<file path="src/sv/dda_pkg.sv">
// ----------------------------------------------------------------------------
// DDA line stepper package
// Shared field widths, screen geometry, item payload types and the command
// and status groups that join the controller to the datapath.
// ----------------------------------------------------------------------------
package dda_pkg;

  // Field widths of the input and result items.
  localparam int X_W    = 10;
  localparam int Y_W    = 9;
  localparam int ADDR_W = 19;
  localparam int STEP_W = 10;

  // Screen width used for the framebuffer address.
  localparam int SCREEN_COLUMNS = 640;

  // Default number of fraction bits of the fixed-point position.
  localparam int FRACTION_BITS_DEF = 16;

  // Item modes.
  localparam logic MODE_LOAD = 1'b0;
  localparam logic MODE_STEP = 1'b1;

  typedef struct packed {
    logic           mode;
    logic [X_W-1:0] start_x;
    logic [Y_W-1:0] start_y;
    logic [X_W-1:0] end_x;
    logic [Y_W-1:0] end_y;
  } in_item_t;

  typedef struct packed {
    logic [X_W-1:0]    pixel_x;
    logic [Y_W-1:0]    pixel_y;
    logic [ADDR_W-1:0] pixel_address;
    logic              last;
  } out_item_t;

  // Commands from the controller to the datapath.
  typedef struct packed {
    logic load;      // capture a new line and seed the divider
    logic div_step;  // one restoring-division iteration on both axes
    logic advance;   // add the increments and register a pixel
  } dda_cmd_t;

  // Status from the datapath to the controller.
  typedef struct packed {
    logic zero_len;   // the offered line has equal start and end points
    logic last_step;  // the next advance emits the final pixel
  } dda_status_t;

endpackage

</file>
<file path="src/sv/dda_datapath.sv">
// ----------------------------------------------------------------------------
// DDA line stepper datapath
// Holds the fixed-point position, a two-lane restoring divider for the
// per-axis increments, the step counter and the result register.
// ----------------------------------------------------------------------------
module dda_datapath #(
  parameter int FRACTION_BITS = dda_pkg::FRACTION_BITS_DEF
) (
  input  logic                clk,
  input  dda_pkg::in_item_t   in_data,
  input  dda_pkg::dda_cmd_t   cmd,
  output dda_pkg::dda_status_t status,
  output dda_pkg::out_item_t  out_data
);

  localparam int PX_W  = dda_pkg::X_W + FRACTION_BITS;
  localparam int PY_W  = dda_pkg::Y_W + FRACTION_BITS;
  localparam int Q_W   = FRACTION_BITS + 1;
  localparam int REM_W = dda_pkg::STEP_W + 1;
  localparam logic [FRACTION_BITS-1:0] HALF = FRACTION_BITS'(1) << (FRACTION_BITS - 1);

  logic [PX_W-1:0]              pos_x_r;
  logic [PY_W-1:0]              pos_y_r;
  logic [Q_W-1:0]               quo_x_r, quo_y_r;
  logic [REM_W-1:0]             rem_x_r, rem_y_r;
  logic                         neg_x_r, neg_y_r;
  logic [dda_pkg::STEP_W-1:0]   divisor_r;
  logic [dda_pkg::STEP_W-1:0]   steps_left_r;
  dda_pkg::out_item_t           out_r;

  // Line setup: deltas, magnitudes and the step count.
  logic [dda_pkg::X_W:0]      dx, dx_abs;
  logic [dda_pkg::Y_W:0]      dy, dy_abs;
  logic [dda_pkg::STEP_W-1:0] ax, ay, steps;

  always_comb begin
    dx     = {1'b0, in_data.end_x} - {1'b0, in_data.start_x};
    dy     = {1'b0, in_data.end_y} - {1'b0, in_data.start_y};
    dx_abs = dx[dda_pkg::X_W] ? -dx : dx;
    dy_abs = dy[dda_pkg::Y_W] ? -dy : dy;
    ax     = dx_abs[dda_pkg::X_W-1:0];
    ay     = dda_pkg::STEP_W'(dy_abs[dda_pkg::Y_W-1:0]);
    steps  = (ax > ay) ? ax : ay;
  end

  // One restoring-division iteration per lane. The remainder never reaches
  // twice the divisor, so it fits one bit above the divisor width.
  logic             ge_x, ge_y;
  logic [REM_W-1:0] keep_x, keep_y;

  always_comb begin
    ge_x   = rem_x_r >= {1'b0, divisor_r};
    ge_y   = rem_y_r >= {1'b0, divisor_r};
    keep_x = ge_x ? rem_x_r - {1'b0, divisor_r} : rem_x_r;
    keep_y = ge_y ? rem_y_r - {1'b0, divisor_r} : rem_y_r;
  end

  // Position update. The position carries a half-pixel bias from load, so
  // the integer bits are already the rounded pixel.
  logic [PX_W-1:0]          pos_x_adv;
  logic [PY_W-1:0]          pos_y_adv;
  logic [dda_pkg::X_W-1:0]  px;
  logic [dda_pkg::Y_W-1:0]  py;
  logic [dda_pkg::ADDR_W-1:0] addr;

  always_comb begin
    pos_x_adv = neg_x_r ? pos_x_r - PX_W'(quo_x_r) : pos_x_r + PX_W'(quo_x_r);
    pos_y_adv = neg_y_r ? pos_y_r - PY_W'(quo_y_r) : pos_y_r + PY_W'(quo_y_r);
    px        = pos_x_adv[PX_W-1 -: dda_pkg::X_W];
    py        = pos_y_adv[PY_W-1 -: dda_pkg::Y_W];
    addr      = dda_pkg::ADDR_W'(py) * dda_pkg::ADDR_W'(dda_pkg::SCREEN_COLUMNS)
              + dda_pkg::ADDR_W'(px);
  end

  always_ff @(posedge clk) begin
    if (cmd.load) begin
      pos_x_r      <= {in_data.start_x, HALF};
      pos_y_r      <= {in_data.start_y, HALF};
      divisor_r    <= steps;
      steps_left_r <= steps;
      rem_x_r      <= {1'b0, ax};
      rem_y_r      <= {1'b0, ay};
      quo_x_r      <= '0;
      quo_y_r      <= '0;
      neg_x_r      <= dx[dda_pkg::X_W];
      neg_y_r      <= dy[dda_pkg::Y_W];
    end
    if (cmd.div_step) begin
      rem_x_r <= {keep_x[REM_W-2:0], 1'b0};
      rem_y_r <= {keep_y[REM_W-2:0], 1'b0};
      quo_x_r <= {quo_x_r[Q_W-2:0], ge_x};
      quo_y_r <= {quo_y_r[Q_W-2:0], ge_y};
    end
    if (cmd.advance) begin
      pos_x_r               <= pos_x_adv;
      pos_y_r               <= pos_y_adv;
      steps_left_r          <= steps_left_r - 1'b1;
      out_r.pixel_x         <= px;
      out_r.pixel_y         <= py;
      out_r.pixel_address   <= addr;
      out_r.last            <= status.last_step;
    end
  end

  assign status.zero_len  = (steps == '0);
  assign status.last_step = (steps_left_r == dda_pkg::STEP_W'(1));
  assign out_data         = out_r;

endmodule

</file>
<file path="src/sv/dda_ctrl.sv">
// ----------------------------------------------------------------------------
// DDA line stepper controller
// Sequences line loads through the divider, issues pixel advances and owns
// both handshakes.
// ----------------------------------------------------------------------------
module dda_ctrl #(
  parameter int FRACTION_BITS = dda_pkg::FRACTION_BITS_DEF
) (
  input  logic                 clk,
  input  logic                 rst_n,
  input  logic                 in_valid,
  input  logic                 in_mode,
  output logic                 in_ready,
  output logic                 out_valid,
  input  logic                 out_ready,
  input  dda_pkg::dda_status_t status,
  output dda_pkg::dda_cmd_t    cmd
);

  localparam int CNT_W = $clog2(FRACTION_BITS + 1);

  typedef enum logic [1:0] {
    ST_IDLE,
    ST_DIV,
    ST_LINE
  } state_t;

  state_t           state_r, state_nxt;
  logic [CNT_W-1:0] cnt_r, cnt_nxt;
  logic             out_valid_r, out_valid_nxt;
  logic             accept;

  assign in_ready = (state_r != ST_DIV) && (!out_valid_r || out_ready);
  assign accept   = in_valid && in_ready;

  always_comb begin
    state_nxt     = state_r;
    cnt_nxt       = cnt_r;
    out_valid_nxt = out_valid_r && !out_ready;
    cmd           = '0;

    unique case (state_r)
      ST_IDLE, ST_LINE: begin
        if (accept && in_mode == dda_pkg::MODE_LOAD) begin
          cmd.load  = 1'b1;
          cnt_nxt   = '0;
          state_nxt = status.zero_len ? ST_IDLE : ST_DIV;
        end else if (accept && state_r == ST_LINE) begin
          cmd.advance   = 1'b1;
          out_valid_nxt = 1'b1;
          if (status.last_step) begin
            state_nxt = ST_IDLE;
          end
        end
      end
      ST_DIV: begin
        cmd.div_step = 1'b1;
        cnt_nxt      = cnt_r + 1'b1;
        if (cnt_r == CNT_W'(FRACTION_BITS)) begin
          state_nxt = ST_LINE;
        end
      end
      default: begin
        state_nxt = ST_IDLE;
      end
    endcase
  end

  always_ff @(posedge clk) begin
    if (!rst_n) begin
      state_r     <= ST_IDLE;
      cnt_r       <= '0;
      out_valid_r <= 1'b0;
    end else begin
      state_r     <= state_nxt;
      cnt_r       <= cnt_nxt;
      out_valid_r <= out_valid_nxt;
    end
  end

  assign out_valid = out_valid_r;

endmodule

</file>
<file path="src/sv/dda_line_pixel_stepper.sv">
// A step item's pixel appears in the output register in the cycle after its transfer.
// Throughput: one step item per cycle while results are taken as they appear.
// A load item of a non-empty line occupies the restoring divider (one quotient bit per
// cycle on both axes); in_ready stays low until the increments are ready.
// Reset (rst_n low, synchronous) returns the controller to idle with no result pending.
// ----------------------------------------------------------------------------
// DDA line pixel stepper
// Rasterizes a line with a fixed-point DDA: a load computes per-axis
// increments once, and each step on an active line emits the next rounded pixel.
// ----------------------------------------------------------------------------
module dda_line_pixel_stepper #(
  parameter int FRACTION_BITS = dda_pkg::FRACTION_BITS_DEF
) (
  input  logic               clk,
  input  logic               rst_n,
  input  logic               in_valid,
  output logic               in_ready,
  input  dda_pkg::in_item_t  in_data,
  output logic               out_valid,
  input  logic               out_ready,
  output dda_pkg::out_item_t out_data
);

  // The controller decides what each transfer does; the datapath only
  // follows its commands and reports whether a line is empty and whether
  // the next pixel closes the line.
  dda_pkg::dda_cmd_t    cmd;
  dda_pkg::dda_status_t status;

  // The controller keeps in_ready low while the divider runs. Outside of
  // that, an item is taken whenever the result register is empty or is
  // being emptied in the same cycle, so a pixel stream runs at full rate.
  dda_ctrl #(
    .FRACTION_BITS (FRACTION_BITS)
  ) u_ctrl (
    .clk       (clk),
    .rst_n     (rst_n),
    .in_valid  (in_valid),
    .in_mode   (in_data.mode),
    .in_ready  (in_ready),
    .out_valid (out_valid),
    .out_ready (out_ready),
    .status    (status),
    .cmd       (cmd)
  );

  // The datapath stores the position with a half-pixel bias so that the
  // rounded pixel is simply the integer part after each increment. The
  // increments are kept as magnitude and sign, which truncates toward zero
  // and keeps the position between the two end points.
  dda_datapath #(
    .FRACTION_BITS (FRACTION_BITS)
  ) u_datapath (
    .clk      (clk),
    .in_data  (in_data),
    .cmd      (cmd),
    .status   (status),
    .out_data (out_data)
  );

endmodule

</file>
<file path="config.mk">
export PLATFORM = sky130hd
export DESIGN_NAME = dda_line_pixel_stepper
export DESIGN_NICKNAME = d
export VERILOG_FILES = /design/src/sv/dda_pkg.sv /design/src/sv/dda_datapath.sv /design/src/sv/dda_ctrl.sv /design/src/sv/dda_line_pixel_stepper.sv
export SDC_FILE = /design/constraint.sdc
export NUM_CORES = 1
export LEC_CHECK = 0
export BUFFER_PORTS_ARGS = -buffer_cell sky130_fd_sc_hd__buf_2
export CAP_MARGIN = 20
export CORE_UTILIZATION = 35
export DETAILED_ROUTE_END_ITERATION = 10
export PLACE_DENSITY_LB_ADDON = 0.05
export SKIP_CTS_REPAIR_TIMING = 1
export SYNTH_ARGS = -nofsm -noshare
export SYNTH_HDL_FRONTEND = slang
export SYNTH_SLANG_ARGS = --single-unit
</file>
<file path="constraint.sdc">
create_clock -name clk -period 5.3 [get_ports clk]
set_input_delay 0.53 -clock clk [delete_from_list [all_inputs] [get_ports clk]]
set_output_delay 0.53 -clock clk [all_outputs]
set_load 0.01 [all_outputs]
</file>
-- Word-level counts from Yosys, hierarchy flattened
Cells that the tools add are included.
- flip-flop bits (word level): 176
- bits of input ports: 43
- output and inout bits: 41
- logic and storage cells: 99
- add/subtract/negate cells: 13
- $mul: 1
- $lt $le $gt $ge: 3
- equal/unequal tests: 9
- mux-type cells: 37
- bitwise operators: 1
- reductions and logical operators: 16
- operators by type and width (operator ; number):
    26-bit 2-to-1 mux ; 3
    25-bit 2-to-1 mux ; 3
    10-bit 2-to-1 mux ; 6
    17-bit 2-to-1 mux ; 3
    11-bit 2-to-1 mux ; 4
    26-bit by 17-bit adder with 26-bit output ; 1
    26-bit by 17-bit subtractor with 26-bit output ; 1
    25-bit by 17-bit adder with 25-bit output ; 1
    25-bit by 17-bit subtractor with 25-bit output ; 1
    11-bit by 10-bit greater-or-equal comparator with 1-bit output ; 2
    10-bit subtractor ; 2
    19-bit by 10-bit adder with 19-bit output ; 1
    9-bit by 3-bit multiplier with 12-bit output, second input constant ; 1
    10-bit by 10-bit subtractor with 11-bit output ; 1
    10-bit by 1-bit equality test with 1-bit output, second input constant ; 1
    10-bit by 9-bit > comparator with 1-bit output ; 1
    10-bit logical NOT ; 1
    1-bit 2-to-1 mux ; 10
    10-bit negator ; 1
    5-bit case mux with 2 select lines ; 1
    10-bit by 1-bit subtractor with 10-bit output, second input constant ; 1
    9-bit by 9-bit subtractor with 10-bit output ; 1
    9-bit 2-to-1 mux ; 1
    9-bit negator ; 1
    other kinds (19) ; 31

-- Depth between registers and ports, before layout
- depth after elaboration: 9
- mapped depth: 27

-- Cells and area by module
Synthesis repeated with hierarchy kept, for this count alone.
- cell total of the unflattened synthesis: 1303
- area total of the unflattened synthesis: 12751.0 um2
- by module, submodules not included (module ; instances ; cells each ; area an instance (um2) ; sequential area each (um2)):
    dda_datapath ; 1 ; 1251 ; 12265.5 ; 4814.6
    dda_ctrl ; 1 ; 52 ; 485.5 ; 160.2

-- Worst setup path before layout
No wires, ideal clock.
- path type: register -> register
- start point: register u_datapath.quo_x_r[0]
- end point: register u_datapath.out_r, in the netlist u_datapath.out_data[15] (data pin)
- library setup time: 262 ps
- arrival time: 5241 ps
- data required time: 5038 ps
- setup slack: -203 ps
- cell stages (with the launch flop): 26
- period minus slack after synthesis: 5503 ps
- cell sequence: edfxtp_1 inv_1 ha_1 nand3b_1 or4_1 nor3_1 nand2b_1 nor4_1 nor2_1 xnor2_1 ha_1 a21o_1 a21o_1 a21oi_1 o221ai_1 a21oi_1 a21boi_0 or4_1 a31oi_1 xnor2_1 ha_1 and3_1 o211a_1 a311o_1 nand2_1 xnor2_1
- longest elaborated chain between the ends: 3
- ends and longest elaborated chain (item ; RTL line ; RTL):
    start: declaration ; dda_datapath.sv:24 ; logic [Q_W-1:0] quo_x_r, quo_y_r;
    start signal: assignment ; dda_datapath.sv:91 ; quo_x_r <= {quo_x_r[Q_W-2:0], ge_x};
    26-bit by 17-bit adder with 26-bit output / 26-bit by 17-bit subtractor with 26-bit output (equally long branches) ; dda_datapath.sv:67 ; pos_x_adv = neg_x_r ? pos_x_r - PX_W'(quo_x_r) : pos_x_r + PX_W'(quo_x_r);
    26-bit 2-to-1 mux (*) ; dda_datapath.sv:67 ;
    named net u_datapath.pos_x_adv[25] ; dda_datapath.sv:60 ; logic [PX_W-1:0] pos_x_adv;
    19-bit by 10-bit adder with 19-bit output (*) ; dda_datapath.sv:72 ; + dda_pkg::ADDR_W'(px);
    named net u_datapath.addr, one bit ; dda_datapath.sv:64 ; logic [dda_pkg::ADDR_W-1:0] addr;
    end: declaration ; dda_datapath.sv:29 ; dda_pkg::out_item_t out_r;
Mark *: on every way through the listed nets, which the timed path passes. The rest lies on a longest branch.
A chain may end at the register's enable or synchronous reset.

-- Worst setup path in the final report
- start point: register u_datapath.quo_x_r[0]
- end point: register u_datapath.out_r, in the netlist u_datapath.out_data[17] (data pin)
The elaborated chain is that of the path after synthesis.

==> results.toml <==
[run_status]
status = "finished with violations"
violations = "setup timing"

[power]
leakage_nw = 6.73
netSwitchingFraction = 0.360
p_int_mw = 3.69
p_per_area_nw_per_um2 = 365
power_frac_seq = 0.297
peakVddDrop_v = 0.000238
clockPowerShare = 0.227
combPwrFrac = 0.477
p_sw_mw = 2.07

[floorplanning]
start_util = 0.357
fp-row-count = 69
dieArea_um2 = 37100
core_area_um2 = 35700
ios = 84
fp.dieH_um = 193
die_w_um = 193

[worst_setup_path]
crit-reg2reg-launch = "u_datapath.quo_x_r[0]"
crit_type = "register to register"
timing.rr.end = "u_datapath.out_data[17]"
required_ns = 5.50
r2r_cells = 25
worst-path-buf-inv = 1
critPathMaxFanout = 4
crit_arrival_ns = 5.63
critPathCaptureType = "register"
cp-start-kind = "register"
slowest_delay_ns = 0.57
critPathTopFamily = "simple AND/OR/NAND/NOR gates"
crit_path_top_delay_cell = "or4_4"
rrSetupSlack_ns = -0.14

[yosys]
synth.net_count = 1461
synth_top_family_by_area = "compound AO/OA/AOI/OAI gates"
synth_xor_area_frac = 0.0986
synth_area_um2 = 12700
synth_edf_count = 159
ys_seq_area_frac = 0.391
syn_inst = 1295
async_reset_ff_frac = 0
synth_compound_area_frac = 0.172
synth_warnings = 0
synth.distinct_cells = 83
synth_fa_ha_area_frac = 0.126
muxShareOfSynthArea = 0.0327
avgSynthCellArea_um2 = 9.82
ys_ff_latch = 169
synthSimpleGateAreaFrac = 0.139
synth_top_flop_cell = "edfxtp_1"

[placed_design]
hpwl_um = 26400
placed_cell_area_um2 = 14700
portBuffers = 83
place_congestion = 0.850

[sta]
tns_ns = -0.473
fin_ws_ns = -0.139
hold-worst-slack_ns = 0.361
setup-violations-final = 4
skew_ns = 0.0114
period_minus_slack_ns = 5.44
report.final.slew_viol_count = 0
hold_viol_final = 0
maxSlewHeadroom = 0.334
tightestPinTransition_ns = 0.999
timing.fmax_mhz = 184
rsz0062_at_grt = "yes"
fin_crit_sh = 1.03

[cells_and_area]
nets = 1692
drive_gt1_frac = 0.253
final_cell_area_um2 = 15800
layout_commonest_cell = "edfxtp_1"
diodes = 0
layout_common_cells = "edfxtp_1, buf_4, nor2_1, ha_1, inv_1"
synthToLayoutAreaGrowth_pct = 24.3

[global_route]
grt_overflow = 0
grt_pass1_wl_um = 54000
grt_pass1_vias = 9819
antenna_found_initial = 2
grt_use_total = 0.193
grt_max_degree = 49

[worst_hold_path]
hold_class = "input pin to register"
whs_path_depth = 3
holdPathEnd = "u_ctrl.out_valid"
hold_start = "out_ready"

[clocking]
htreeDepth = 4
clkLatencyLatePin_ns = 0.45
clk_pin_slew_ns = 0.07
cts_inserted_buffers = 17
clock_sinks = 169
cts_tree = "yes"
clock_path_buffers = 2
cts_root_buf = "clkbuf_16"

[job]
cap_violations = 0

[drt]
drt_iter0_markers = 473
via_count = 10200
drt_first_pass_iters = 5
drc = 0
routed_wl_um = 35500
via_per_inst = 5.10
antenna_left = 0
wire_per_inst_um = 17.8
[synthesized netlist by cell type (all sizes together) (19+ instances only)]
library cell	n	area, um^2
xor2	43	392
nor2	131	492
nand3	19	100
ha	116	1450
inv	91	342
and2	31	194
o21ai	62	310
clkbuf	21	78.8
a21oi	98	502
xnor2	95	862
nor3	27	140
nand2	78	293
edfxtp	159	4770
mux2i	31	314
a21o	48	362
nor2b	21	131
[routing by layer]
| metal | track usage | share of wire |
|---|---|---|
| met5 | 0 | 0 |
| met4 | 0.0548 | 0.015 |
| met3 | 0.0238 | 0.028 |
| met2 | 0.298 | 0.44 |
| met1 | 0.282 | 0.51 |
[kinds of logic after synthesis]
family / after synthesis
buffers and inverters: 126
AOI/OAI and AO/OA: 330
DFF: 169
xor gates and xnor gates: 138
and+or+nand+nor: 368
adders and majority gates: 124
muxes: 40
[power groups by stage]
stage	combinational, mW	clock, mW	sequential, mW
finish	2.75	1.31	1.71
floorplan	1.61	0	1.73
detailed placement	2.53	0	1.74
global placement	2.54	0	1.74
global route	3.02	1.39	1.72
CTS	2.56	1.35	1.71
[flip-flops by register name, indices dropped and copies added (netlist names), 10 cells and up]
name                     count
u_datapath.divisor_r        10
u_datapath.pos_x_r          26
u_datapath.quo_x_r          17
u_datapath.out_data         32
u_datapath.pos_y_r          25
u_datapath.quo_y_r          17
u_datapath.steps_left_r     10
u_datapath.rem_y_r          11
u_datapath.rem_x_r          11
[tightest hold or removal path, delay by kind of cell]
kind                   cells  cell delay [ns]
buffers and inverters      1             0.07
and+or+nand+nor            1             0.10
AOI/OAI and AO/OA          1             0.06
[how the worst max path moves through the flow]
stage,startpoint,to,slack [ns],cells past startpoint
final,u_datapath.quo_x_r[0],u_datapath.out_data[17],-0.14,25
after global routing,u_datapath.quo_x_r[0],u_datapath.out_data[15],-0.38,25
after CTS,u_datapath.quo_x_r[0],u_datapath.out_data[17],-0.29,25
after detailed placement,u_datapath.quo_x_r[0],u_datapath.out_data[17],-0.22,25
after global placement,u_datapath.quo_x_r[0],u_datapath.out_data[15],-0.12,25
after floorplan,u_datapath.quo_y_r[4],u_datapath.out_data[18],0.008,25
[per-stage QoR]
step / setup WS [ns] / cells / utilization / power [mW]
detailed placement: -0.225 / 1950 / 0.412 / 4.26
finish: -0.139 / 2000 / 0.443 / 5.76
global route: -0.380 / 2000 / 0.443 / 6.13
CTS: -0.292 / 1982 / 0.429 / 5.62
floorplan: 0.00815 / 1295 / - / 3.34
global placement: -0.123 / 1950 / 0.412 / 4.28
[final cells by class]
class / count / area (um^2)
Inverter: 93 / 349
Tap cell: 461 / 577
Fill cell: 3503 / 19900
Clock buffer: 20 / 457
Multi-Input combinational cell: 1000 / 7630
Timing Repair Buffer: 245 / 1670
Clock inverter: 12 / 143
Sequential cell: 169 / 4970
Note: power is estimated with default switching activity, not from simulation.
